File: src/design/vector3_normalise_assert.svh
// Assertion macros shared by the vector3_normalise RTL.
// Depends on nothing; the macro bodies are empty when SYNTHESIS is defined.
`ifndef VECTOR3_NORMALISE_ASSERT_SVH
`define VECTOR3_NORMALISE_ASSERT_SVH
`ifndef SYNTHESIS
`define VN_ASSERT_SAME(label, clk, rst_n, ante, cons) \
    label: assert property (@(posedge clk) disable iff (!rst_n) (ante) |-> (cons)) \
        else $error("vector3_normalise: same-cycle check failed");
`define VN_ASSERT_NEXT(label, clk, rst_n, ante, cons) \
    label: assert property (@(posedge clk) disable iff (!rst_n) (ante) |=> (cons)) \
        else $error("vector3_normalise: next-cycle check failed");
`else
`define VN_ASSERT_SAME(label, clk, rst_n, ante, cons)
`define VN_ASSERT_NEXT(label, clk, rst_n, ante, cons)
`endif
`endif

File: src/design/vn_pkg.sv
// Package for vector3_normalise: widths, payload structs and side-band types.
// Depends on nothing; every design module imports it.
package vn_pkg;
    localparam int VN_IN_W    = 16;
    localparam int VN_FRAC    = 14;
    localparam int VN_OUT_W   = VN_FRAC + 2;
    localparam int VN_LANES   = 3;
    localparam int VN_MAG_W   = VN_IN_W;
    localparam int VN_SQ_W    = 2 * VN_IN_W - 1;
    localparam int VN_SUM_W   = 2 * VN_IN_W;
    localparam int VN_DQ_W    = 2 * VN_FRAC + 1;
    localparam int VN_ROOT_W  = VN_FRAC + 1;
    localparam int VN_REM_W   = VN_FRAC + 4;
    localparam int VN_LAT_LANE = VN_DQ_W + VN_ROOT_W;

    typedef struct packed {
        logic signed [VN_IN_W-1:0] vec_x;
        logic signed [VN_IN_W-1:0] vec_y;
        logic signed [VN_IN_W-1:0] vec_z;
    } t_vec_in;

    typedef struct packed {
        logic signed [VN_OUT_W-1:0] unit_x;
        logic signed [VN_OUT_W-1:0] unit_y;
        logic signed [VN_OUT_W-1:0] unit_z;
        logic                       zero_length;
    } t_vec_out;

    typedef struct packed {
        logic [VN_LANES-1:0] neg;
        logic                zero;
    } t_side;

    typedef struct packed {
        logic [VN_LANES-1:0][VN_SQ_W-1:0] sq;
        logic [VN_SUM_W-1:0]              sum;
        t_side                            side;
    } t_prep;
endpackage

File: src/design/vn_prep.sv
// Front stage: magnitudes, squares, sum of squares and sign/zero side band.
// Depends on vn_pkg.
module vn_prep
    import vn_pkg::*;
(
    input  logic    i_clk,
    input  logic    i_rst_n,
    input  logic    i_en,
    input  logic    i_valid,
    input  t_vec_in i_vec,
    output logic    o_valid,
    output t_prep   o_prep
);
    logic [VN_LANES-1:0][VN_IN_W-1:0]  w_raw;
    logic [VN_LANES-1:0][VN_MAG_W-1:0] w_mag;
    logic [VN_LANES-1:0][VN_SQ_W-1:0]  w_sq;
    logic [VN_SUM_W-1:0]               w_sum;
    t_prep                             n_prep;
    logic                              r_valid;
    t_prep                             r_prep;

    assign w_raw[0] = i_vec.vec_x;
    assign w_raw[1] = i_vec.vec_y;
    assign w_raw[2] = i_vec.vec_z;

    always_comb begin
        for (int i = 0; i < VN_LANES; i++) begin
            // most negative input keeps its full magnitude as unsigned
            w_mag[i] = w_raw[i][VN_IN_W-1] ? (~w_raw[i] + 1'b1) : w_raw[i];
            w_sq[i]  = VN_SQ_W'(w_mag[i] * w_mag[i]);
        end
        w_sum = VN_SUM_W'(w_sq[0]) + VN_SUM_W'(w_sq[1]) + VN_SUM_W'(w_sq[2]);
        n_prep.sq        = w_sq;
        n_prep.sum       = w_sum;
        n_prep.side.neg  = {w_raw[2][VN_IN_W-1], w_raw[1][VN_IN_W-1], w_raw[0][VN_IN_W-1]};
        n_prep.side.zero = (w_sum == '0);
    end

    always_ff @(posedge i_clk) begin
        if (!i_rst_n) begin
            r_valid <= 1'b0;
        end else if (i_en) begin
            r_valid <= i_valid;
        end
    end

    always_ff @(posedge i_clk) begin
        if (i_en) begin
            r_prep <= n_prep;
        end
    end

    assign o_valid = r_valid;
    assign o_prep  = r_prep;
endmodule

File: config.mk
export PLATFORM = sky130hd
export DESIGN_NAME = vn_prep
export DESIGN_NICKNAME = d
export VERILOG_FILES = /design/src/design/vector3_normalise_assert.svh /design/src/design/vn_pkg.sv /design/src/design/vn_prep.sv
export SDC_FILE = /design/constraint.sdc
export NUM_CORES = 2
export LEC_CHECK = 0
export BUFFER_PORTS_ARGS = -buffer_cell sky130_fd_sc_hd__buf_4
export CELL_PAD_IN_SITES_DETAIL_PLACEMENT = 0
export CELL_PAD_IN_SITES_GLOBAL_PLACEMENT = 1
export CORE_MARGIN = 1
export CORE_UTILIZATION = 30
export DETAILED_ROUTE_END_ITERATION = 8
export HOLD_SLACK_MARGIN = 0.03
export PLACE_DENSITY = 0.58
export SLEW_MARGIN = 20
export SYNTH_ARGS = -nofsm -noshare
export SYNTH_HDL_FRONTEND = slang
export SYNTH_SLANG_ARGS = --single-unit
File: constraint.sdc
create_clock -name i_clk -period 25.1 [get_ports i_clk]
set_input_delay 3.765 -clock i_clk [delete_from_list [all_inputs] [get_ports i_clk]]
set_output_delay 3.765 -clock i_clk [all_outputs]
set_load 0.03 [all_outputs]
* Yosys cells after proc, flatten, opt, wreduce, memory -nomap -nowiden
Cells that the tools add are included.
** Operators by class
- Bitwise operators :: 3
- Multiplexer cells :: 3
- Add/sub/neg operators :: 5
- Multipliers :: 3
- Reductions and logical operators :: 1
** Operator list (count)
- multiplier 16 x 16 -> 31 bit :: 3
- adder 16 x 1 -> 16 bit (second input constant) :: 3
- 2-to-1 mux 16 bit :: 3
- NOT 16 bit :: 3
- adder 31 x 31 -> 32 bit :: 1
- adder 32 x 31 -> 32 bit :: 1
- logical NOT 32 bit :: 1
** Word-level totals
- Output and inout bits :: 130
- Register bits after elaboration :: 130

* Longest topological paths before layout
- Word-level depth :: 7
- Depth in mapped cells :: 44
- Depth with buffers taken out :: 43

* Least setup slack after synthesis
OpenSTA, ideal clock, no wires.
- Path kind :: input -> register
- From :: input i_vec[37] (netlist name)
- To :: register r_prep, in the netlist o_prep[0] (data pin)
- Library setup time :: 0.170 ns
- Stages on the path :: 40
- Data arrival time :: 14.312 ns
- Required time :: 24.930 ns
- Slack :: 10.618 ns
- Cell sequence :: or4_1 -> or3_1 -> nor4_1 -> nand2_1 -> o21ai_0 -> xor2_1 -> clkinv_1 -> nand2_1 -> fa_1 -> fa_1 -> inv_1 -> fa_1 -> fa_1 -> fa_1 -> inv_1 -> fa_1 -> inv_1 -> ha_1 -> (+4 left out) -> o21bai_1 -> a21o_1 -> a21o_1 -> xor2_1 -> inv_1 -> fa_1 -> inv_1 -> ha_1 -> a21o_1 -> a21o_1 -> a211o_1 -> a211oi_1 -> o31ai_1 -> xor2_1 -> a211o_2 -> or4_1 -> or4b_1 -> nor4_2
** RTL lines
- start: declaration :: line vn_prep.sv:10 : input t_vec_in i_vec,
- end signal: assignment :: line vn_prep.sv:49 : r_prep <= n_prep;
- end: declaration :: line vn_prep.sv:20 : t_prep r_prep;

==> impl_results.md <==
- Max cap viols: 0
- Synthesized area: 27,710 um2
- RSZ-0062 raised after global routing: false
- Async SR Flop Fraction: 0%
- Final net count: between 4,000 and 5,000
- Post-CTS Setup Bufs: 0
- CTS Buffer Depth: 2
- Die height: ~300 um
- Crit path DAT: 16.29 ns
- Fmax: 62.54 MHz
- Die area: 93,600 um2
- Mean Syn Cell Area: 9.472 um2
- Clk sink count: 127
- Most frequent cell after synthesis: inv_1
- Setup ws final: ~9.1 ns
- Clock transition time at the flip-flop clock pins of the worst setup and hold paths: 0.07 ns
- CTS tree: done
- Setup TNS: 0 ns
- Final min period: 15.99 ns
- Crit share post-route: 63.70%
- Final Max Slew Viols: 0
- First-pass GRT wire length: 125,200 um
- Routed via count: 19,840
- Post-synth top flop: edfxtp_1
- # diodes: 0
- Seq cells post-synth: 127
- Die W: 305.9 um
- Vias per std cell: around 4.6
- Post-synth cell types: 72
- Synth area leader: fa_1
- Pin count of the biggest net entering global routing: slightly below 90
- Outcome: complete, no violations
- Total global routing overflow: 0
- Routed wire length per instance: 18.42 um
- Number of fill cells: around 9,600
- CP dominant cell by count: inv_1
- Register area: 3804 um2
- Top-level I/O count: 182
- Core Footprint: a little over 90,000 um2
- Max-slew headroom: 31.00%
- Startpoint Class: input port
- Yosys top cell area share: 37.71%
- Post-synth EDFFs: 126
- Vias in the first global route: roughly 21,000
- Initial antenna violation count: 5
- Final ANT Viol Nets: 0
- Seq/Total Area, Yosys: 13.72%
- H-tree depth: 4
- Total number of yosys warnings: 0
- Setup WS pre-CTS: between 8 and 9 ns
- Cell Rows: 111
- CP Max Fanout: 19
- Clock Skews: 0 ns
- WS Path Type: in2reg
- Top post-synthesis cells by count: inv_1, fa_1, ha_1
- Final Util: 34.24%
- Layout cells sized above 1: 8.591%
- Slowest stage cell, crit path: clkinv_1
- Clock Latency Late Sink: 0.48 ns
- P&R area growth vs syn: 13.08%
- Slew @ Worst Pin: around 1.0 ns
- Drt initial violations: 954
- Max stage delay on crit path: 0.71 ns
- Initial Util: 30.28%
- HPWL Detailed: 69,050 um
- Gr usage total: between 10% and 20%
- CP Data Required Time: ~25 ns
- Syn Inst Count: 2,926
- Pre-antenna DRT Iters: 5
- CTS Root Cell: clkbuf_16
- Hold Fails Final Rpt: 0
- Cts bufs inserted: 17
- Final wirelength: 80,150 um
- Setup violators final: 0
- Post-CTS Resized: 0
- Gpl congestion: 0.8431
- DR DRC count: 0
- Hold Crit Class: reg2reg
- Synth area leaders: fa_1, ha_1, edfxtp_1
- Critical path endpoint category: register
- IO Port Bufs: 178
- Hold-fix buffers, CTS: 0
- Multi-input gate area: 20,900 um2
## through the flow
step                instance area, um2  cells  hold WS [ns]
global route                     31340   4352        0.5787
finish                           31340   4352        0.5237
detailed placement               30770   4320        0.5051
global placement                 30770   4320        0.4995
floorplan                        27850   2962        0.6404
CTS                              31330   4352        0.5289
## routing by layer
layer / GRT usage [%] / share of wire [%] / routed length, um
met1: 24.42 / 46 / 37010
met2: 29.53 / 48 / 38370
met3: 2.433 / 3.7 / 2966
met4: 4.756 / 2.3 / 1811
met5: 0 / 0 / 0
## logic make-up (layout without fill, tap and decap cells)
kind of cell               count (synthesis)  after routing  synth area share (%)
DFF                                      127            127                 13.72
AOI/OAI and AO/OA                        309            309                 7.467
adders and majority gates                834            834                 51.79
buffers and inverters                    841           1045                 11.43
xor gates and xnor gates                 175            175                 5.558
muxes                                      2              2               0.07224
other                                      2             38               0.02710
and+or+nand+nor                          636            636                 9.928
## final timing paths
kind	start	endpoint	slack, ns	depth (start not counted)
setup / recovery	i_vec[32]	o_prep[0]$_DFFE_PP_	9.11	41
hold reg to reg	o_valid$_SDFFE_PN0P_	o_valid$_SDFFE_PN0P_	0.52	2
setup reg to reg	o_valid$_SDFFE_PN0P_	o_valid$_SDFFE_PN0P_	24.51	2
hold / removal	o_valid$_SDFFE_PN0P_	o_valid$_SDFFE_PN0P_	0.52	2
## worst max-delay path, delay by kind of cell
kind	cells	cell delay [ns]
adders and majority gates	10	4.69
AOI/OAI and AO/OA	11	3.13
buffers and inverters	11	2.03
and+or+nand+nor	6	1.55
xor gates and xnor gates	3	1.11
## registers in the layout (all words and copies together) (netlist names)
name and count:
o_prep 126, o_valid 1
## cells in the final DEF, fill, tap and decap left out, types with 8 or more instances in the layout
cell,n
a21o_1,59
a21oi_1,80
and2_1,12
buf_4,208
clkbuf_16,17
clkinv_1,19
conb_1,38
edfxtp_1,126
fa_1,522
ha_1,312
inv_1,780
nand2_1,251
nand2b_1,13
nand3_1,22
nand4_1,12
nor2_1,233
nor2b_1,13
nor3_1,25
o21a_1,19
o21ai_0,45
o21bai_1,12
o31ai_1,11
or2_2,8
or3_1,15
or4_1,8
xnor2_1,104
xor2_1,67
## final cells by class
class | instances | area share [%]
multi-input cells | 1994 | 66.69
flip-flops and latches | 127 | 12.14
inverters | 804 | 9.629
repair buffers | 209 | 5.018
well taps | 1186 | 4.735
clock buffers | 18 | 1.369
clock inverters | 14 | 0.4232
Power is not shown: default switching activity piles up to over one toggle a cycle in this logic, so the estimate is an artifact.
