===== src/design/vector3_normalise_assert.svh =====
// Assertion macros shared by the vector3_normalise RTL.
// Depends on nothing; the macro bodies are empty when SYNTHESIS is defined.
`ifndef VECTOR3_NORMALISE_ASSERT_SVH
`define VECTOR3_NORMALISE_ASSERT_SVH
`ifndef SYNTHESIS
`define VN_ASSERT_SAME(label, clk, rst_n, ante, cons) \
    label: assert property (@(posedge clk) disable iff (!rst_n) (ante) |-> (cons)) \
        else $error("vector3_normalise: same-cycle check failed");
`define VN_ASSERT_NEXT(label, clk, rst_n, ante, cons) \
    label: assert property (@(posedge clk) disable iff (!rst_n) (ante) |=> (cons)) \
        else $error("vector3_normalise: next-cycle check failed");
`else
`define VN_ASSERT_SAME(label, clk, rst_n, ante, cons)
`define VN_ASSERT_NEXT(label, clk, rst_n, ante, cons)
`endif
`endif


===== src/design/vn_pkg.sv =====
// Package for vector3_normalise: widths, payload structs and side-band types.
// Depends on nothing; every design module imports it.
package vn_pkg;
    localparam int VN_IN_W    = 16;
    localparam int VN_FRAC    = 14;
    localparam int VN_OUT_W   = VN_FRAC + 2;
    localparam int VN_LANES   = 3;
    localparam int VN_MAG_W   = VN_IN_W;
    localparam int VN_SQ_W    = 2 * VN_IN_W - 1;
    localparam int VN_SUM_W   = 2 * VN_IN_W;
    localparam int VN_DQ_W    = 2 * VN_FRAC + 1;
    localparam int VN_ROOT_W  = VN_FRAC + 1;
    localparam int VN_REM_W   = VN_FRAC + 4;
    localparam int VN_LAT_LANE = VN_DQ_W + VN_ROOT_W;

    typedef struct packed {
        logic signed [VN_IN_W-1:0] vec_x;
        logic signed [VN_IN_W-1:0] vec_y;
        logic signed [VN_IN_W-1:0] vec_z;
    } t_vec_in;

    typedef struct packed {
        logic signed [VN_OUT_W-1:0] unit_x;
        logic signed [VN_OUT_W-1:0] unit_y;
        logic signed [VN_OUT_W-1:0] unit_z;
        logic                       zero_length;
    } t_vec_out;

    typedef struct packed {
        logic [VN_LANES-1:0] neg;
        logic                zero;
    } t_side;

    typedef struct packed {
        logic [VN_LANES-1:0][VN_SQ_W-1:0] sq;
        logic [VN_SUM_W-1:0]              sum;
        t_side                            side;
    } t_prep;
endpackage


===== src/design/vn_lane.sv =====
// One component lane: pipelined long division sq*2^(2F)/sum, then pipelined
// integer square root; one bit per stage. Depends on vn_pkg.
module vn_lane
    import vn_pkg::*;
(
    input  logic                 i_clk,
    input  logic                 i_en,
    input  logic [VN_SQ_W-1:0]   i_sq,
    input  logic [VN_SUM_W-1:0]  i_sum,
    output logic [VN_ROOT_W-1:0] o_root
);
    logic [VN_SUM_W-1:0]    r_rem  [VN_DQ_W];
    logic [VN_SUM_W-1:0]    r_sum  [VN_DQ_W];
    logic [VN_DQ_W-1:0]     r_quo  [VN_DQ_W];
    logic [VN_REM_W-1:0]    r_srem [VN_ROOT_W];
    logic [VN_ROOT_W-1:0]   r_root [VN_ROOT_W];
    logic [2*VN_ROOT_W-1:0] r_rad  [VN_ROOT_W];

    for (genvar j = 0; j < VN_DQ_W; j++) begin : g_div
        logic [VN_SUM_W:0]   w_t;
        logic [VN_SUM_W-1:0] w_sum_in;
        logic [VN_DQ_W-1:0]  w_quo_in;
        logic                w_ge;
        logic [VN_SUM_W:0]   w_diff;
        if (j == 0) begin : g_first
            // the first stage takes all of sq; every later stage brings in a zero
            assign w_t      = {2'b00, i_sq};
            assign w_sum_in = i_sum;
            assign w_quo_in = '0;
        end else begin : g_rest
            assign w_t      = {r_rem[j-1], 1'b0};
            assign w_sum_in = r_sum[j-1];
            assign w_quo_in = r_quo[j-1];
        end
        assign w_ge   = (w_t >= {1'b0, w_sum_in});
        assign w_diff = w_t - {1'b0, w_sum_in};
        always_ff @(posedge i_clk) begin
            if (i_en) begin
                r_rem[j] <= w_ge ? w_diff[VN_SUM_W-1:0] : w_t[VN_SUM_W-1:0];
                r_sum[j] <= w_sum_in;
                r_quo[j] <= {w_quo_in[VN_DQ_W-2:0], w_ge};
            end
        end
    end

    for (genvar s = 0; s < VN_ROOT_W; s++) begin : g_sqrt
        logic [VN_REM_W-1:0]    w_rem_in;
        logic [VN_ROOT_W-1:0]   w_root_in;
        logic [2*VN_ROOT_W-1:0] w_rad_in;
        logic [VN_REM_W-1:0]    w_t;
        logic [VN_REM_W-1:0]    w_trial;
        logic                   w_ge;
        if (s == 0) begin : g_first
            assign w_rem_in  = '0;
            assign w_root_in = '0;
            assign w_rad_in  = {1'b0, r_quo[VN_DQ_W-1]};
        end else begin : g_rest
            assign w_rem_in  = r_srem[s-1];
            assign w_root_in = r_root[s-1];
            assign w_rad_in  = r_rad[s-1];
        end
        assign w_t     = {w_rem_in[VN_REM_W-3:0], w_rad_in[2*VN_ROOT_W-1-2*s -: 2]};
        assign w_trial = {1'b0, w_root_in, 2'b01};
        assign w_ge    = (w_t >= w_trial);
        always_ff @(posedge i_clk) begin
            if (i_en) begin
                r_srem[s] <= w_ge ? (w_t - w_trial) : w_t;
                r_root[s] <= {w_root_in[VN_ROOT_W-2:0], w_ge};
                r_rad[s]  <= w_rad_in;
            end
        end
    end

    assign o_root = r_root[VN_ROOT_W-1];
endmodule


===== config.mk =====
export PLATFORM = sky130hd
export DESIGN_NAME = vn_lane
export DESIGN_NICKNAME = d
export VERILOG_FILES = /design/src/design/vector3_normalise_assert.svh /design/src/design/vn_pkg.sv /design/src/design/vn_lane.sv
export SDC_FILE = /design/constraint.sdc
export NUM_CORES = 2
export LEC_CHECK = 0
export BUFFER_PORTS_ARGS = -buffer_cell sky130_fd_sc_hd__clkbuf_2
export CAP_MARGIN = 20
export CORE_ASPECT_RATIO = 0.8
export CORE_UTILIZATION = 55
export CTS_CLUSTER_SIZE = 30
export DETAILED_ROUTE_END_ITERATION = 16
export GPL_ROUTABILITY_DRIVEN = 0
export PLACE_DENSITY = 0.78
export RECOVER_POWER = 25
export SYNTH_ARGS = -nofsm -noshare
export SYNTH_HDL_FRONTEND = slang
export SYNTH_SLANG_ARGS = --single-unit

===== constraint.sdc =====
create_clock -name i_clk -period 3.9 [get_ports i_clk]
set_input_delay 0.585 -clock i_clk [delete_from_list [all_inputs] [get_ports i_clk]]
set_output_delay 0.585 -clock i_clk [all_outputs]
set_load 0.005 [all_outputs]

* Yosys cells after proc, flatten, opt, wreduce, memory -nomap -nowiden
Memories as Yosys holds them, arrays and structs flattened. Index checks and enable logic that the tools add are counted.
Operators by class: magnitude comparators 44, multiplexer cells 46, add/subtract/negate cells 44
Operators by type and width (number):
- two-way mux 32 bit | 29
- greater-or-equal comparator 33 x 32 -> 1 bit | 28
- subtractor 32 bit | 28
- two-way mux 18 bit | 15
- greater-or-equal comparator 18 x 17 -> 1 bit | 14
- subtractor 18 x 17 -> 18 bit | 14
- greater-or-equal comparator 31 x 32 -> 1 bit | 1
- subtractor 31 x 32 -> 32 bit | 1
- two-way mux 1 bit | 2
- subtractor 1 x 1 -> 2 bit, second input constant | 1
- greater-or-equal comparator 1 bit, second input constant | 1
Storage, ports and cells: memories 6, register bits after elaboration 0, output and inout bits 15, bits in writable memories 3642
Memory list:
- r_rem | words 29, width 32, rd ports 28, clocked after memory_dff 0, write ports 29, line vn_lane.sv:12 | logic [VN_SUM_W-1:0] r_rem [VN_DQ_W];
- r_sum | words 29, width 32, rd ports 28, clocked after memory_dff 0, write ports 29, line vn_lane.sv:13 | logic [VN_SUM_W-1:0] r_sum [VN_DQ_W];
- r_quo | words 29, width 29, rd ports 29, clocked after memory_dff 0, write ports 29, line vn_lane.sv:14 | logic [VN_DQ_W-1:0] r_quo [VN_DQ_W];
- r_rad | words 15, width 30, rd ports 14, clocked after memory_dff 0, write ports 15, line vn_lane.sv:17 | logic [2*VN_ROOT_W-1:0] r_rad [VN_ROOT_W];
- r_srem | words 15, width 18, rd ports 14, clocked after memory_dff 0, write ports 15, line vn_lane.sv:15 | logic [VN_REM_W-1:0] r_srem [VN_ROOT_W];
- r_root | words 15, width 15, rd ports 15, clocked after memory_dff 0, write ports 15, line vn_lane.sv:16 | logic [VN_ROOT_W-1:0] r_root [VN_ROOT_W];

* Logic depth before layout (Yosys ltp)
An unclocked memory read counts as a cell.
depth in word-level cells 3, depth in mapped cells 16

* Least setup slack after synthesis
OpenSTA, ideal clock, no wires.
kind input to register, start point in i_sq[0], end point mem r_rem[0][18] in the netlist's numbering, data pin, data arrival time 3618 ps, required time 3640 ps, stages on the path 15, buffers on the path 1, slack 22 ps, path through inv_1 > ha_1 > inv_1 > fa_1 > a21o_1 > a21o_1 > a21oi_1 > o31ai_1 > a41o_1 > o41ai_2 > a31oi_1 > o21bai_1 > o21bai_1 > clkbuf_1 > mux2_2
RTL lines:
- from (decl) | line vn_lane.sv:8 | input logic [VN_SQ_W-1:0] i_sq,
- to (decl) | line vn_lane.sv:12

==> results.json <==
{
  "grt_start_max_net_pins": 126,
  "grt-ovfl-total": 0,
  "final_cell_mix": "edfxtp_1, inv_1, ha_1",
  "p_int_uw": 84600,
  "root_buffer": "clkbuf_16",
  "ys_warn_count": 0,
  "synth_seq_cells": 2759,
  "clock_path_buffers": 4,
  "worstPathArrival_ns": 4.38,
  "die_h_microns": 467,
  "post-dp-hpwl_microns": 234000,
  "fin_crit_sh_pct": 97.7,
  "coreArea_sq_um": 269000,
  "p_per_area_nw_per_um2": 800,
  "seq_area_frac_synth_pct": 55.7,
  "path_cells": "ha_1 > nor2b_1 > o31a_1 > or3_1 > a21oi_2 > o21ai_2 > a41oi_2 > a21bo_2 > o41a_1 > o211ai_1 > a211oi_4 > buf_12 > clkbuf_16 > mux2_2",
  "drive_gt1_share_pct": 10.2,
  "power.switching_uw": 47500,
  "synth_ff_type": "edfxtp_1",
  "clock_sinks": 2759,
  "ant_nets": 0,
  "antenna_found_initial": 4,
  "synthArstFlopShare_pct": 0,
  "numPortBuffers": 79,
  "clock_power_share_pct": 20.1,
  "drt-initial-drc-count": 10100,
  "numCtsBuffers": 283,
  "cpPeakStageDelay_ns": 0.40,
  "syn_area_per_cell_sq_um": 11.8,
  "status": "finished with violations",
  "synth_edf_count": 2759,
  "skew_ns": 0.0605,
  "die-area_sq_um": 273000,
  "num_io_pins": 80,
  "syn2layout_area_growth_pct": 11.0,
  "clk_transition_reported_paths_ns": 0.06,
  "vias_per_cell": 5.85,
  "tns_ns": 0,
  "drc": 0,
  "syn_area_sq_um": 149000,
  "hp-class": "in -> reg",
  "setup_viol": 0,
  "yosysUniqueCellTypes": 98,
  "holdWs_ns": 0.0596,
  "path_delay_family": "compound AO/OA/AOI/OAI gates",
  "hold_viol": 0,
  "fin_crit_ns": 3.81,
  "ir_drop_mv": 0.486,
  "wl_microns": 323000,
  "grt_pass1_wl_microns": 507000,
  "violations": "capacitance limit, slew limit",
  "cts_tree": "built",
  "cp_slowest_cell": "edfxtp_1",
  "criticalPathCategory": "reg -> reg",
  "start_util_pct": 55.4,
  "comb_power_share_pct": 44.0,
  "fp.dieW_microns": 584,
  "layout_commonest_cell": "edfxtp_1",
  "cts_htree_levels": 5,
  "dr_total_vias": 98300,
  "cp-start-kind": "flop",
  "synthCells": 12600,
  "max_freq_ghz": 0.262,
  "syn-num-nets": 13700,
  "netSwitchingFraction_pct": 36.0,
  "crit_fanout": 8,
  "grt_usage_pct": 23.1,
  "timing.slew.headroom_pct": -112,
  "grt_pass1_vias": 93200,
  "critPathCaptureType": "flop",
  "rows": 170,
  "crit_buf_inv": 2,
  "drv_slew": 45,
  "max_cap_viol_count": 1,
  "pwr-share-seq_pct": 35.9,
  "drt_first_pass_iters": 6,
  "clk_latency_ns": 0.88,
  "worstPathRequired_ns": 4.47,
  "worstMarginPinSlew_ns": 3.17,
  "layout.nets": 14100,
  "leakagePower_uw": 0.0671,
  "avgRoutedWirePerCell_microns": 19.2
}
## metal layers
metal | GRT usage [%] | wire, microns | vias to the layer above | share of wire (%)
li1 | - | - | 47000 | -
met1 | 33.4 | 146000 | 47000 | 45
met2 | 36.2 | 145000 | 3720 | 45
met3 | 3.52 | 24300 | 592 | 7.5
met4 | 6.45 | 8690 | 4 | 2.7
met5 | 0 | 22 | - | 0.0068
## cell usage after synthesis, drive strengths merged, types with 159 or more instances
cell	count	area, sq um
inv	1300	4880
nand3	198	991
nor2	698	2620
o21ai	714	3570
mux2	506	5700
nor2b	173	1090
clkbuf	210	788
o21a	159	1190
a21o	515	3870
a21oi	1029	5160
xnor2	541	4740
nand2	687	2580
nand4	180	1130
edfxtp	2759	82800
xor2	367	3210
ha	1059	13300
## logic make-up (layout without fill, tap and decap cells)
family	after synthesis	in the layout	synth area share, %
AO/OA/AOI/OAI	3140	3141	13.2
XOR/XNOR	908	908	5.34
adder cells (fa/ha/maj)	1087	1087	9.28
buffers and inverters	1590	2203	4.12
flip-flops	2759	2759	55.7
multiplexers	539	539	4.05
other	1	3	0.00252
AND/OR/NAND/NOR	2561	2561	8.31
## area by class of cell
| class | instances | area, sq um |
|---|---|---|
| Tap cell | 3612 | 4520 |
| Fill cell | 20100 | 104000 |
| Clock inverter | 160 | 1420 |
| Clock buffer | 341 | 7530 |
| Multi-Input combinational cell | 8237 | 60300 |
| Antenna cell | 2 | 5.00 |
| Sequential cell | 2759 | 82800 |
| Timing Repair Buffer | 402 | 3580 |
| Inverter | 1300 | 4880 |
## final timing paths
path                 start            end  slack, ns  cells past startpoint
min reg2reg   r_quo[1][32]   r_quo[1][62]       0.38                      0
max reg2reg  r_rem[0][192]  r_rem[0][241]       0.09                     14
min                i_sq[6]    r_rem[0][6]       0.06                      3
max          r_rem[0][192]  r_rem[0][241]       0.09                     14
## metrics by stage
| stage | instance area, sq um | total power (uW) | instances | setup WS [ns] | util (%) |
|---|---|---|---|---|---|
| finish | 165000 | 132000 | 16800 | 0.0894 | 61.5 |
| CTS | 165000 | 131000 | 16800 | 0.00170 | 61.3 |
| floorplan | 149000 | 88400 | 12600 | 0.0223 | - |
| global placement | 155000 | 102000 | 16200 | -0.0385 | 57.8 |
| detailed placement | 155000 | 104000 | 16200 | -0.0918 | 57.8 |
| global route | 165000 | 140000 | 16800 | -0.0134 | 61.5 |
## timing repair
| action | CTS | global route |
|---|---|---|
| pin swaps | 2 | 19 |
| buffers inserted | 1 | 18 |
| cloned | 1 | 4 |
| hold buffers | 38 | 0 |
| setup endpoints to repair | 90 | 509 |
| resized for setup | 4 | 79 |
| hold endpoints to repair | 38 | 0 |
## sequential cells by signal, indices dropped and copies added (netlist names)
name / count
r_rem: 896
r_sum: 896
r_quo: 435
r_rad: 218
r_srem: 202
r_root: 112
## power groups by stage
stage / combinational [uW] / clock (uW) / sequential [uW]
final: 58100 / 26600 / 47400
after global routing: 63900 / 28100 / 47900
after CTS: 56500 / 27100 / 47400
after detailed placement: 55700 / 0 / 47900
after global placement: 54300 / 0 / 47900
after floorplan: 43000 / 0 / 45300
## tightest hold or removal path: stages
cell and delay, ns:
clkbuf_2 0.10, nand2_1 0.04, o21ai_0 0.07
No activity file was read; power rests on OpenSTA's default activity.
