## config.mk

```make
export PLATFORM = sky130hd
export DESIGN_NAME = vn_merge
export DESIGN_NICKNAME = d
export VERILOG_FILES = /design/src/design/vector3_normalise_assert.svh /design/src/design/vn_pkg.sv /design/src/design/vn_merge.sv
export SDC_FILE = /design/constraint.sdc
export NUM_CORES = 1
export LEC_CHECK = 0
export BUFFER_PORTS_ARGS = -buffer_cell sky130_fd_sc_hd__buf_2
export CAP_MARGIN = 20
export CELL_PAD_IN_SITES_DETAIL_PLACEMENT = 1
export CELL_PAD_IN_SITES_GLOBAL_PLACEMENT = 1
export CORE_MARGIN = 3
export CORE_UTILIZATION = 30
export CTS_CLUSTER_DIAMETER = 100
export DETAILED_ROUTE_END_ITERATION = 10
export HOLD_SLACK_MARGIN = 0.06
export PLACE_DENSITY = 0.68
export SYNTH_ARGS = -nofsm -noshare
export SYNTH_HDL_FRONTEND = slang
export SYNTH_SLANG_ARGS = --single-unit
```

## constraint.sdc

```tcl
create_clock -name i_clk -period 3.3 [get_ports i_clk]
set_clock_uncertainty 0.05 [all_clocks]
set_input_delay 0.33 -clock i_clk [delete_from_list [all_inputs] [get_ports i_clk]]
set_output_delay 0.33 -clock i_clk [all_outputs]
set_load 0.05 [all_outputs]
```

## src/design/vector3_normalise_assert.svh

```systemverilog
// Assertion macros shared by the vector3_normalise RTL.
// Depends on nothing; the macro bodies are empty when SYNTHESIS is defined.
`ifndef VECTOR3_NORMALISE_ASSERT_SVH
`define VECTOR3_NORMALISE_ASSERT_SVH
`ifndef SYNTHESIS
`define VN_ASSERT_SAME(label, clk, rst_n, ante, cons) \
    label: assert property (@(posedge clk) disable iff (!rst_n) (ante) |-> (cons)) \
        else $error("vector3_normalise: same-cycle check failed");
`define VN_ASSERT_NEXT(label, clk, rst_n, ante, cons) \
    label: assert property (@(posedge clk) disable iff (!rst_n) (ante) |=> (cons)) \
        else $error("vector3_normalise: next-cycle check failed");
`else
`define VN_ASSERT_SAME(label, clk, rst_n, ante, cons)
`define VN_ASSERT_NEXT(label, clk, rst_n, ante, cons)
`endif
`endif

```

## src/design/vn_pkg.sv

```systemverilog
// Package for vector3_normalise: widths, payload structs and side-band types.
// Depends on nothing; every design module imports it.
package vn_pkg;
    localparam int VN_IN_W    = 16;
    localparam int VN_FRAC    = 14;
    localparam int VN_OUT_W   = VN_FRAC + 2;
    localparam int VN_LANES   = 3;
    localparam int VN_MAG_W   = VN_IN_W;
    localparam int VN_SQ_W    = 2 * VN_IN_W - 1;
    localparam int VN_SUM_W   = 2 * VN_IN_W;
    localparam int VN_DQ_W    = 2 * VN_FRAC + 1;
    localparam int VN_ROOT_W  = VN_FRAC + 1;
    localparam int VN_REM_W   = VN_FRAC + 4;
    localparam int VN_LAT_LANE = VN_DQ_W + VN_ROOT_W;

    typedef struct packed {
        logic signed [VN_IN_W-1:0] vec_x;
        logic signed [VN_IN_W-1:0] vec_y;
        logic signed [VN_IN_W-1:0] vec_z;
    } t_vec_in;

    typedef struct packed {
        logic signed [VN_OUT_W-1:0] unit_x;
        logic signed [VN_OUT_W-1:0] unit_y;
        logic signed [VN_OUT_W-1:0] unit_z;
        logic                       zero_length;
    } t_vec_out;

    typedef struct packed {
        logic [VN_LANES-1:0] neg;
        logic                zero;
    } t_side;

    typedef struct packed {
        logic [VN_LANES-1:0][VN_SQ_W-1:0] sq;
        logic [VN_SUM_W-1:0]              sum;
        t_side                            side;
    } t_prep;
endpackage

```

## src/design/vn_merge.sv

```systemverilog
// Merge stage: applies signs and the zero-vector rule, holds the output register.
// Depends on vn_pkg.
module vn_merge
    import vn_pkg::*;
(
    input  logic                                i_clk,
    input  logic                                i_rst_n,
    input  logic                                i_en,
    input  logic                                i_valid,
    input  t_side                               i_side,
    input  logic [VN_LANES-1:0][VN_ROOT_W-1:0]  i_root,
    output logic                                o_valid,
    output t_vec_out                            o_out
);
    logic [VN_LANES-1:0][VN_OUT_W-1:0] w_unit;
    t_vec_out                          n_out;
    t_vec_out                          r_out;
    logic                              r_valid;

    always_comb begin
        for (int i = 0; i < VN_LANES; i++) begin
            w_unit[i] = VN_OUT_W'(i_root[i]);
            if (i_side.zero) begin
                w_unit[i] = '0;
            end else if (i_side.neg[i]) begin
                w_unit[i] = '0 - w_unit[i];
            end
        end
        n_out.unit_x      = w_unit[0];
        n_out.unit_y      = w_unit[1];
        n_out.unit_z      = w_unit[2];
        n_out.zero_length = i_side.zero;
    end

    always_ff @(posedge i_clk) begin
        if (!i_rst_n) begin
            r_valid <= 1'b0;
        end else if (i_en) begin
            r_valid <= i_valid;
        end
    end

    always_ff @(posedge i_clk) begin
        if (i_en) begin
            r_out <= n_out;
        end
    end

    assign o_valid = r_valid;
    assign o_out   = r_out;
endmodule

```

* Word-level counts from Yosys, hierarchy flattened *
Index checks and enable logic that the tools add are counted.

operators by class
  add/sub/neg operators = 3
  reductions and logical operators = 3
  eq/ne operators = 0
  divide/modulo/power cells = 0
  bitwise logic cells = 3
  multipliers = 0
  magnitude comparators = 0
  muxes and demuxes = 3
  shift operators = 0

operators by type and width
  kind                   count
  $sub 1x15->16 const A  3
  $mux 15                3
  $reduce_or 2->1        3
  $not 1->1              3

word-level totals
  bits in latches = 0
  memory bits (read-only) = 0
  register bits = 50
  bits of input ports = 53
  memories kept = 0
  logic and storage cells = 20
  output and inout port bits = 50
  bits in writable memories = 0

* Depth between registers and ports, before layout *
Gate-level depths: netlist (run 1).

  word-level depth = 2
  depth in mapped cells = 6
  gate-level depth less buffers = 6

* Least setup slack after synthesis (run 1) *
Ideal clock, no wire load.

  path kind = input port to flip-flop
  from = input i_root[7] (netlist name)
  to = register r_out (netlist bit o_out[46]) (data pin)
  setup time = 0.260 ns
  path slack = 1.116 ns
  arrival time = 1.874 ns
  cell stages on the path = 5
  buffers on the path = 1
  data required time = 2.990 ns
  path through = or3_1 -> buf_2 -> or4_4 -> o31a_1 -> mux2_4

on the way
  longest elaborated chain between the ends = 2

ends and longest elaborated chain
  element                 RTL line        RTL
  start: declaration      vn_merge.sv:11  input logic [VN_LANES-1:0][VN_ROOT_W-1:0] i_root,
  $sub 1x15->16           vn_merge.sv:26  w_unit[i] = '0 - w_unit[i];
  $mux 15                 vn_merge.sv:25  end else if (i_side.neg[i]) begin
  end signal: assignment  vn_merge.sv:45  r_out <= n_out;
  end: declaration        vn_merge.sv:17  t_vec_out r_out;

Every way passes these cells.
A chain may end at the register's enable or synchronous reset.

* Worst setup path in the final report (run 1) *
  from = input i_root[0] (netlist name)
  to = register r_out (netlist bit o_out[47]) (data pin)

Same word-level chain as after synthesis.

==> run_results.csv, run 1 <==
group,metric,value,unit
logic_synthesis,synth_adder_area_share,1.39,%
finish,syn_to_final_growth,27.6,%
logic_synthesis,syn_area,0.00270,mm2
placement,place_hpwl,5260,um
logic_synthesis,ys_ff_latch,50,
global_routing,grt_pass1_vias,2300,
cts,cts-root-buf,"clkbuf_8",
logic_synthesis,synth_top_family_by_area,"simple AND/OR/NAND/NOR gates",
global_routing,antenna_found_initial,0,
logic_synthesis,synthMuxAreaShare,2.46,%
logic_synthesis,synth_simple_gate_area_share,16.4,%
finish,nNetsFinal,392,
logic_synthesis,synth_cells,235,
cts,cts_resized,0,
drt,antenna_left,0,
drt,drt_iter0_markers,37,
logic_synthesis,seq_area_frac_synth,55.3,%
drt,dr.pass1.iters,4,
timing,setup_violations,0,
setup_path,r2r-start,"o_valid",
logic_synthesis,synth_xor_area_share,12.0,%
timing,rsz0062_at_grt,"false",
setup_path,worstPathArrival,2110,ps
cts,htreeDepth,2,
setup_path,cp-start-kind,"primary input",
logic_synthesis,yosys.area.top_type,"edfxtp_1",
cts,cts_setup_buffers,0,
drt,vias_per_cell,4.95,
logic_synthesis,synth_nets,291,
flow_run,maxCapViolCount,0,
timing,fin_ws,1180,ps
finish,antenna_cells,0,
finish,num-fill-cells,980,
logic_synthesis,async_flop_share,0,%
global_routing,grt_remaining_overflow,0,
power_and_ir_drop,ir_worst_vdd,0.192,mV
drt,routed_wl,6880,um
timing,finalCritPeriodShare,64.4,%
finish,layout-drive-gt1-share,37.1,%
cts,cts_hold_buffers,0,
finish,regArea,0.00149,mm2
setup_path,cp.required,3290,ps
timing,period_needed,2120,ps
drt,routedWlPerCell,15.6,um
timing,tns,0,ps
cts,cts_buffer_depth,2,
logic_synthesis,syn_avg_cell_area,11.5,um2
logic_synthesis,ys_warn_count,0,
placement,io_buffer_count,102,
timing,max_slew_margin,53.6,%
die,rows,33,
hold_path,min-delay-start,"i_rst_n",
die,ioPinCount,103,
setup_path,crit_path_max_fanout,5,
timing,drv_slew,0,
placement,gp_congestion,0.763,
logic_synthesis,yosysUniqueCellTypes,30,
power_and_ir_drop,p_leak,1.39,nW
timing,max_slew.worst_pin.slew,696,ps
logic_synthesis,synthFlopType,"edfxtp_1",
timing,hold_viol,0,
power_and_ir_drop,p_per_area,486,mW/mm2
global_routing,grtUsageTotal,14.0,%
timing,max_freq,471,MHz
logic_synthesis,synth_top_area_share,54.6,%
finish,multi_input_area,0.00114,mm2
die,start_util,31.8,%
logic_synthesis,synth_edf_count,49,
die,core_area,0.00846,mm2
hold_path,hold_class,"primary input to register",
die,die_area,0.0102,mm2
setup_path,path_class,"primary input to register",
drt,route.vias.total,2188,
global_routing,grt_max_degree,37,
logic_synthesis,ys_top_cells_by_area,"edfxtp_1, xor2_1, nor2_1, o41ai_1, o31ai_1",
cts,clk_pin_slew,100,ps
logic_synthesis,synth_compound_gate_area_share,10.1,%
cts,numCtsBuffers,5,
drt,drcViolationCount,0,
cts,tritoncts,"yes",
die,die_width,101,um
setup_path,end_kind,"register",
global_routing,grt_pass1_wl,11500,um
die,dieHeight,101,um
outcome,status,"finished clean",
cts,cts.sinks,50,
cts,clk_latency,300,ps
placement,pre_cts_slack,895,ps
setup_path,crit_start,"i_root[0]",
==> placed cells by master, fill, tap and decap left out, drive strengths merged, types with 3 or more instances in the layout <==
cell type / Yosys / layout
clkbuf: 5 / 5
a21boi: 4 / 4
nor2b: 6 / 6
or3: 6 / 6
or4: 9 / 9
inv: 6 / 6
xor2: 31 / 31
or4b: 3 / 3
ha: 3 / 3
edfxtp: 49 / 49
or2: 6 / 6
mux2i: 4 / 4
o31ai: 8 / 8
buf: 5 / 104
xnor2: 6 / 6
o41ai: 14 / 14
o21ai: 9 / 9
nor2: 50 / 50
==> per-layer routing <==
layer | vias up | wire length (um) | track usage [%] | share of wire, %
met5 | - | 0 | 0 | 0
met4 | 0 | 65 | 3.63 | 0.95
met3 | 5 | 556 | 4.36 | 8.1
met2 | 69 | 3440 | 24.8 | 50
met1 | 1052 | 2810 | 16.4 | 41
li1 | 1062 | - | - | -
==> cell usage after synthesis, types with 6 or more instances <==
| master | number |
|---|---|
| edfxtp_1 | 49 |
| xnor2_1 | 6 |
| nor2_1 | 50 |
| nor2b_1 | 6 |
| o31ai_1 | 8 |
| xor2_1 | 31 |
| or2_2 | 6 |
| inv_1 | 6 |
| or3_1 | 6 |
| o21ai_0 | 9 |
| or4_1 | 7 |
| o41ai_1 | 14 |
==> state kept, by name, summed over array words and instances, names as in the netlist <==
register	flops
o_out	49
o_valid	1
==> stage by stage <==
stage / cell area [um2] / instances / hold WS (ps) / utilization (%) / power (mW)
detailed placement: 3330 / 434 / 470 / 39.3 / 1.24
floorplan: 2700 / 235 / 379 / - / 1.10
finish: 3440 / 442 / 185 / 40.6 / 1.67
global route: 3440 / 442 / 185 / 40.6 / 1.76
global placement: 3310 / 433 / 441 / 39.1 / 1.23
CTS: 3440 / 442 / 178 / 40.6 / 1.70
==> path summary, 6_finish.rpt <==
check | end | slack (ps) | depth (start not counted)
worst max-delay path | o_out[47] | 1180 | 7
worst min register to register | o_valid | 480 | 2
worst max register to register | o_valid | 2660 | 2
worst min-delay path | o_valid | 190 | 2
==> kinds of logic after synthesis <==
logic type,Yosys count
DFF,50
muxes,6
buffers and inverters,16
xor gates and xnor gates,37
AOI/OAI and AO/OA,37
adders and majority gates,3
and+or+nand+nor,86
==> final cells by class <==
cell class                 instances  share of cell area, %
multi-input combinational        169                   33.2
clock buffer                       5                   2.00
timing repair buffer             104                   15.6
sequential                        50                   43.4
clock inverter                     3                   1.31
inverter                           6                  0.655
tap                              105                   3.82
==> power by group <==
part           switching [mW]  internal, mW  leakage, nW  total, mW
Combinational           0.330         0.116        0.861      0.446
Clock                   0.222         0.226       0.0504      0.448
Sequential             0.0140         0.763        0.481      0.777
Total                   0.565          1.10         1.39       1.67
==> worst max-delay path, cell delays in order <==
cell and delay [ps]:
buf_2 110, inv_1 90, ha_1 200, or4b_2 690
o41ai_1 450, xor2_1 180, nor2_1 50
Note: power is estimated with default switching activity, not from simulation.
==> run 2: changes to the inputs <==
- ABC_AREA: unset -> 1
- PLACE_DENSITY: 0.68 -> 0.73
- clock period: 3.3 -> 1.95 ns (I/O delays scaled with it)
==> run 2 against run 1 <==
Net effect:
- cell count is 34% higher
- largest power group unchanged
- sequential power is 69% higher
- count of clock-buffer cells in the layout stayed put
- largest cell class unchanged
- highest routed layer unchanged
==> run_results.csv, run 2 <==
group,metric,value,unit
outcome,status,"finished clean",
cts,clk_pin_slew,100,ps
placement,place_area,0.00357,mm2
die,core_area,0.00937,mm2
cts,cts_resized,0,
finish,antenna_cells,0,
drt,antenna_left,0,
timing,finalCritPeriodShare,62.7,%
power_and_ir_drop,ir_worst_vdd,0.276,mV
logic_synthesis,seq_area_frac_synth,51.0,%
global_routing,grtUsageTotal,14.4,%
power_and_ir_drop,p_leak,1.67,nW
setup_path,end_kind,"register",
timing,max_slew.worst_pin.slew,387,ps
drt,dr.pass1.iters,4,
die,start_util,31.2,%
power_and_ir_drop,power,2.81,mW
cts,cts_buffer_depth,2,
timing,rsz0062_at_grt,"false",
drt,drt_iter0_markers,67,
finish,nNetsFinal,518,
finish,final_cells,592,
setup_path,crit_path_max_fanout,4,
setup_path,path_class,"primary input to register",
placement,io_buffer_count,102,
flow_run,maxCapViolCount,0,
logic_synthesis,ys_top_cells_by_area,"edfxtp_1, nor2_1, nand2_1, a21oi_1, nand3_1",
cts,numCtsBuffers,5,
placement,dp_cells,584,
drt,vias_per_cell,4.67,
placement,gp_congestion,0.794,
logic_synthesis,async_flop_share,0,%
finish,largest_reg_flops,49,
global_routing,grt_pass1_wl,13100,um
cts,cts.sinks,50,
logic_synthesis,synth_edf_count,49,
global_routing,antenna_found_initial,0,
drt,drcViolationCount,0,
logic_synthesis,synth_simple_gate_area_share,29.1,%
drt,routedWlPerCell,13.5,um
timing,hold_viol,0,
logic_synthesis,ys_warn_count,0,
finish,mostFrequentLayoutCells,"buf_2, nor2_1, nand2_1",
hold_path,hold_class,"primary input to register",
logic_synthesis,yosys.area.top_type,"edfxtp_1",
drt,route.vias.total,2763,
logic_synthesis,ys_ff_latch,50,
logic_synthesis,ys_top_cells_by_count,"nor2_1, nand2_1, edfxtp_1, a21oi_1, inv_1",
global_routing,grt_pass1_vias,2784,
setup_path,worstPathArrival,1230,ps
logic_synthesis,yosys.cell_count.top_type,"nor2_1",
setup_path,path_cells,"buf_2 -> inv_1 -> ha_1 -> nand2_1 -> nor2_2 -> nand3_1 -> a21oi_1 -> nor2_1",
logic_synthesis,yosysUniqueCellTypes,24,
timing,drv_slew,0,
power_and_ir_drop,p_per_area,764,mW/mm2
die,dieHeight,105,um
setup_path,cp-start-kind,"primary input",
finish,final_cell_area,0.00368,mm2
timing,tns,0,ps
setup_path,cp_slowest_cell,"ha_1",
logic_synthesis,syn_avg_cell_area,8.12,um2
finish,layout-drive-gt1-share,30.7,%
cts,cts-root-buf,"clkbuf_8",
setup_path,critPathBufInv,2,
logic_synthesis,synth_top_area_share,50.4,%
finish,syn_to_final_growth,26.0,%
timing,setup_violations,0,
timing,period_needed,1220,ps
global_routing,grt_remaining_overflow,0,
cts,cts_hold_buffers,0,
logic_synthesis,synth_cells,360,
setup_path,max_stage_delay,180,ps
logic_synthesis,synth_compound_gate_area_share,11.3,%
cts,clk_latency,300,ps
cts,htreeDepth,2,
die,die_area,0.0110,mm2
logic_synthesis,synth_nets,416,
finish,final_common_cell,"buf_2",
placement,place_hpwl,6180,um
logic_synthesis,synthMuxAreaShare,0,%
global_routing,grt_max_degree,52,
die,ioPinCount,103,
logic_synthesis,synthFlopType,"edfxtp_1",
setup_path,cp.required,1960,ps
die,die_width,105,um
drt,routed_wl,7990,um
finish,final_util,39.3,%
logic_synthesis,synth_adder_area_share,1.28,%
die,rows,35,
setup_path,crit_family,"simple AND/OR/NAND/NOR gates",
cts,cts_setup_buffers,0,
logic_synthesis,synth_xor_area_share,0,%
logic_synthesis,syn_area,0.00292,mm2
logic_synthesis,synth_top_family_by_area,"simple AND/OR/NAND/NOR gates",
timing,max_freq,818,MHz
timing,max_slew_margin,74.2,%
cts,tritoncts,"yes",
## run 2: changes by cell type after synthesis, sizes merged, moves of 8 or more
cell,delta
nand2,+72
a21oi,+36
inv,+35
nor2,+34
nand3,+31
xor2,-31
o21ai,+15
o41ai,-14
or4,-9
o31ai,-8
## run 2: layout make-up
type / count / area, um2
clock buffers: 5 / 68.8
clock inverters: 3 / 40.0
fillers: 1218 / 5690
inverters: 41 / 154
multi-input cells: 259 / 1220
flip-flops and latches: 50 / 1490
well taps: 129 / 161
repair buffers: 105 / 546
## run 2: final timing paths
path	from	endpoint	slack [ps]	cells after the start
min reg2reg	o_valid	o_valid	550	2
max reg2reg	o_valid	o_valid	1210	2
min	i_valid	o_valid	80	3
max	i_root[15]	o_out[31]	730	8
## run 2: through the flow
| stage | hold WS, ps | setup WS (ps) |
|---|---|---|
| final | 76.7 | 728 |
| after global routing | 83.3 | 621 |
| after CTS | 76.7 | 725 |
| after detailed placement | 410 | 398 |
| after global placement | 377 | 440 |
| after floorplan | 238 | 689 |
## run 2: metal layers
layer  GRT usage, %  wire length, um  up-vias
li1               -                -     1389
met1           17.3             3450     1312
met2           26.9             4140       58
met3           2.59              337        4
met4           3.19               63        0
met5              0                0        -
## run 2: kinds of logic after synthesis
kind of cell    Yosys count
simple gates            193
compound gates           63
buf+inv                  51
flops                    50
fa+ha+maj                 3
## run 2: power by group
group	switching [mW]	internal [mW]	total, mW
Clock	0.365	0.379	0.744
Combinational	0.578	0.180	0.758
Sequential	0.0233	1.29	1.31
## run 2: worst reg2reg max path: cells and delay by family (launching register included)
| family | cells | cell delay (ps) |
|---|---|---|
| flip-flops | 1 | 330 |
| AO/OA/AOI/OAI | 2 | 250 |
==> run 3: changes to the inputs <==
- PLACE_DENSITY: 0.73 -> 0.7
- clock period: 1.95 -> 1.2 ns (I/O delays scaled with it)
==> run 3 against run 2 <==
Net effect:
- sequential share of layout area fell by 3.1 points
- via count rose by 4.5%
- sequential power rose by 62%
- non-clock buffer count rose by 35
- global-route usage rose by 0.87 points
- largest cell class unchanged
==> run_results.csv, run 3 (synthesized netlist as in run 2, its figures left out) <==
group,metric,value,unit
outcome,status,"finished clean",
timing,max_slew_margin,81.6,%
die,dieHeight,105,um
timing,max_freq,899,MHz
cts,cts.sinks,50,
die,start_util,31.2,%
setup_path,critPathBufInv,1,
setup_path,cp.required,1030,ps
finish,nNetsFinal,553,
cts,cts-root-buf,"clkbuf_8",
drt,dr.pass1.iters,4,
drt,routed_wl,8270,um
hold_path,hold_class,"primary input to register",
placement,io_buffer_count,102,
timing,setup_violations,0,
setup_path,r2r_end,"o_valid",
timing,finalCritPeriodShare,92.6,%
setup_path,max_stage_delay,410,ps
setup_path,worstPathArrival,940,ps
hold_path,min-delay-start,"i_root[44]",
placement,place_area,0.00384,mm2
hold_path,hold_path_end,"o_out[15]",
timing,rsz0062_at_grt,"false",
global_routing,antenna_found_initial,2,
finish,final_util,42.5,%
power_and_ir_drop,ir_worst_vdd,0.535,mV
global_routing,grt_remaining_overflow,0,
finish,layout-drive-gt1-share,35.1,%
die,core_area,0.00937,mm2
placement,dp_cells,617,
cts,tritoncts,"yes",
cts,numCtsBuffers,5,
global_routing,grt_max_degree,29,
finish,mostFrequentLayoutCells,"buf_2, nor2_1, nand2_1",
drt,antenna_left,0,
flow_run,maxCapViolCount,0,
cts,cts_buffer_depth,2,
timing,hold_viol,0,
setup_path,regToRegSetupSlack,500,ps
drt,routedWlPerCell,13.2,um
setup_path,end_kind,"primary output",
global_routing,grt_pass1_vias,2992,
die,rows,35,
timing,max_slew.worst_pin.slew,278,ps
finish,final_common_cell,"buf_2",
finish,regArea,0.00149,mm2
drt,drt_iter0_markers,112,
cts,clk_pin_slew,100,ps
global_routing,grtUsageTotal,15.3,%
setup_path,path_cells,"buf_2",
cts,clk_latency,300,ps
setup_path,crit_path_max_fanout,1,
drt,vias_per_cell,4.60,
setup_path,cp_slowest_cell,"edfxtp_1",
setup_path,cp-start-kind,"register",
drt,drcViolationCount,0,
die,ioPinCount,103,
die,die_area,0.0110,mm2
timing,holdWs,106,ps
placement,place_hpwl,6590,um
setup_path,crit_family,"flip-flops",
setup_path,path_class,"register to primary output",
finish,syn_to_final_growth,36.3,%
die,die_width,105,um
finish,final_cell_area,0.00398,mm2
setup_path,r2r_cells,2,
setup_path,r2r-start,"o_valid",
hold_path,min_path_cells,3,
power_and_ir_drop,p_leak,1.84,nW
finish,largest_reg_flops,49,
finish,num-fill-cells,1216,
timing,period_needed,1110,ps
timing,drv_slew,0,
finish,final_cells,628,
global_routing,grt_pass1_wl,13900,um
power_and_ir_drop,p_per_area,1160,mW/mm2
placement,gp_congestion,0.851,
drt,route.vias.total,2887,
finish,multi_input_area,0.00122,mm2
cts,htreeDepth,2,
[run 3: area by class of cell]
| cell class | count | share of cell area [%] |
|---|---|---|
| well taps | 129 | 4.05 |
| flip-flops and latches | 50 | 37.5 |
| diodes | 1 | 0.0629 |
| inverters | 41 | 3.87 |
| multi-input cells | 259 | 30.7 |
| clock buffers | 8 | 2.77 |
| repair buffers | 140 | 21.1 |
[run 3: timing repair]
action,CTS,global route
hold endpoints to repair,1,0
endpoints found under the setup margin,0,1
resized for setup,0,1
buffers inserted,0,0
hold buffers,2,0
[run 3: how the worst max path moves through the flow]
stage / from / to / depth (start not counted)
2_1_floorplan: i_root[30] / o_out[13] / 7
3_3_place_gp: i_root[30] / o_out[15] / 8
3_5_place_dp: i_root[15] / o_out[27] / 8
4_1_cts: o_out[39] / o_out[39] / 1
5_1_grt: i_root[31] / o_out[15] / 8
6_report: o_out[39] / o_out[39] / 1
[run 3: power by group]
part,internal (mW),switching (mW),leakage (nW)
Clock,0.584,0.587,0.0575
Combinational,0.374,0.960,1.30
Sequential,2.09,0.0370,0.481
Total,3.05,1.58,1.84
[run 3: routing by layer]
metal  up-vias  share of wire [%]  GRT usage [%]
met3        11                6.5           4.57
met5         -               0.16              0
met1      1342                 42           18.5
li1       1465                  -              -
met4         2                1.1           3.19
met2        67                 50           27.1
[run 3: through the flow]
step                total power [mW]  setup WS (ps)  setup TNS (ps)
floorplan                       3.03           13.5               0
global placement                3.48           -158           -2340
detailed placement              3.51           -204           -3080
CTS                             4.69           67.1               0
global route                    4.87           11.2               0
finish                          4.63           88.2               0
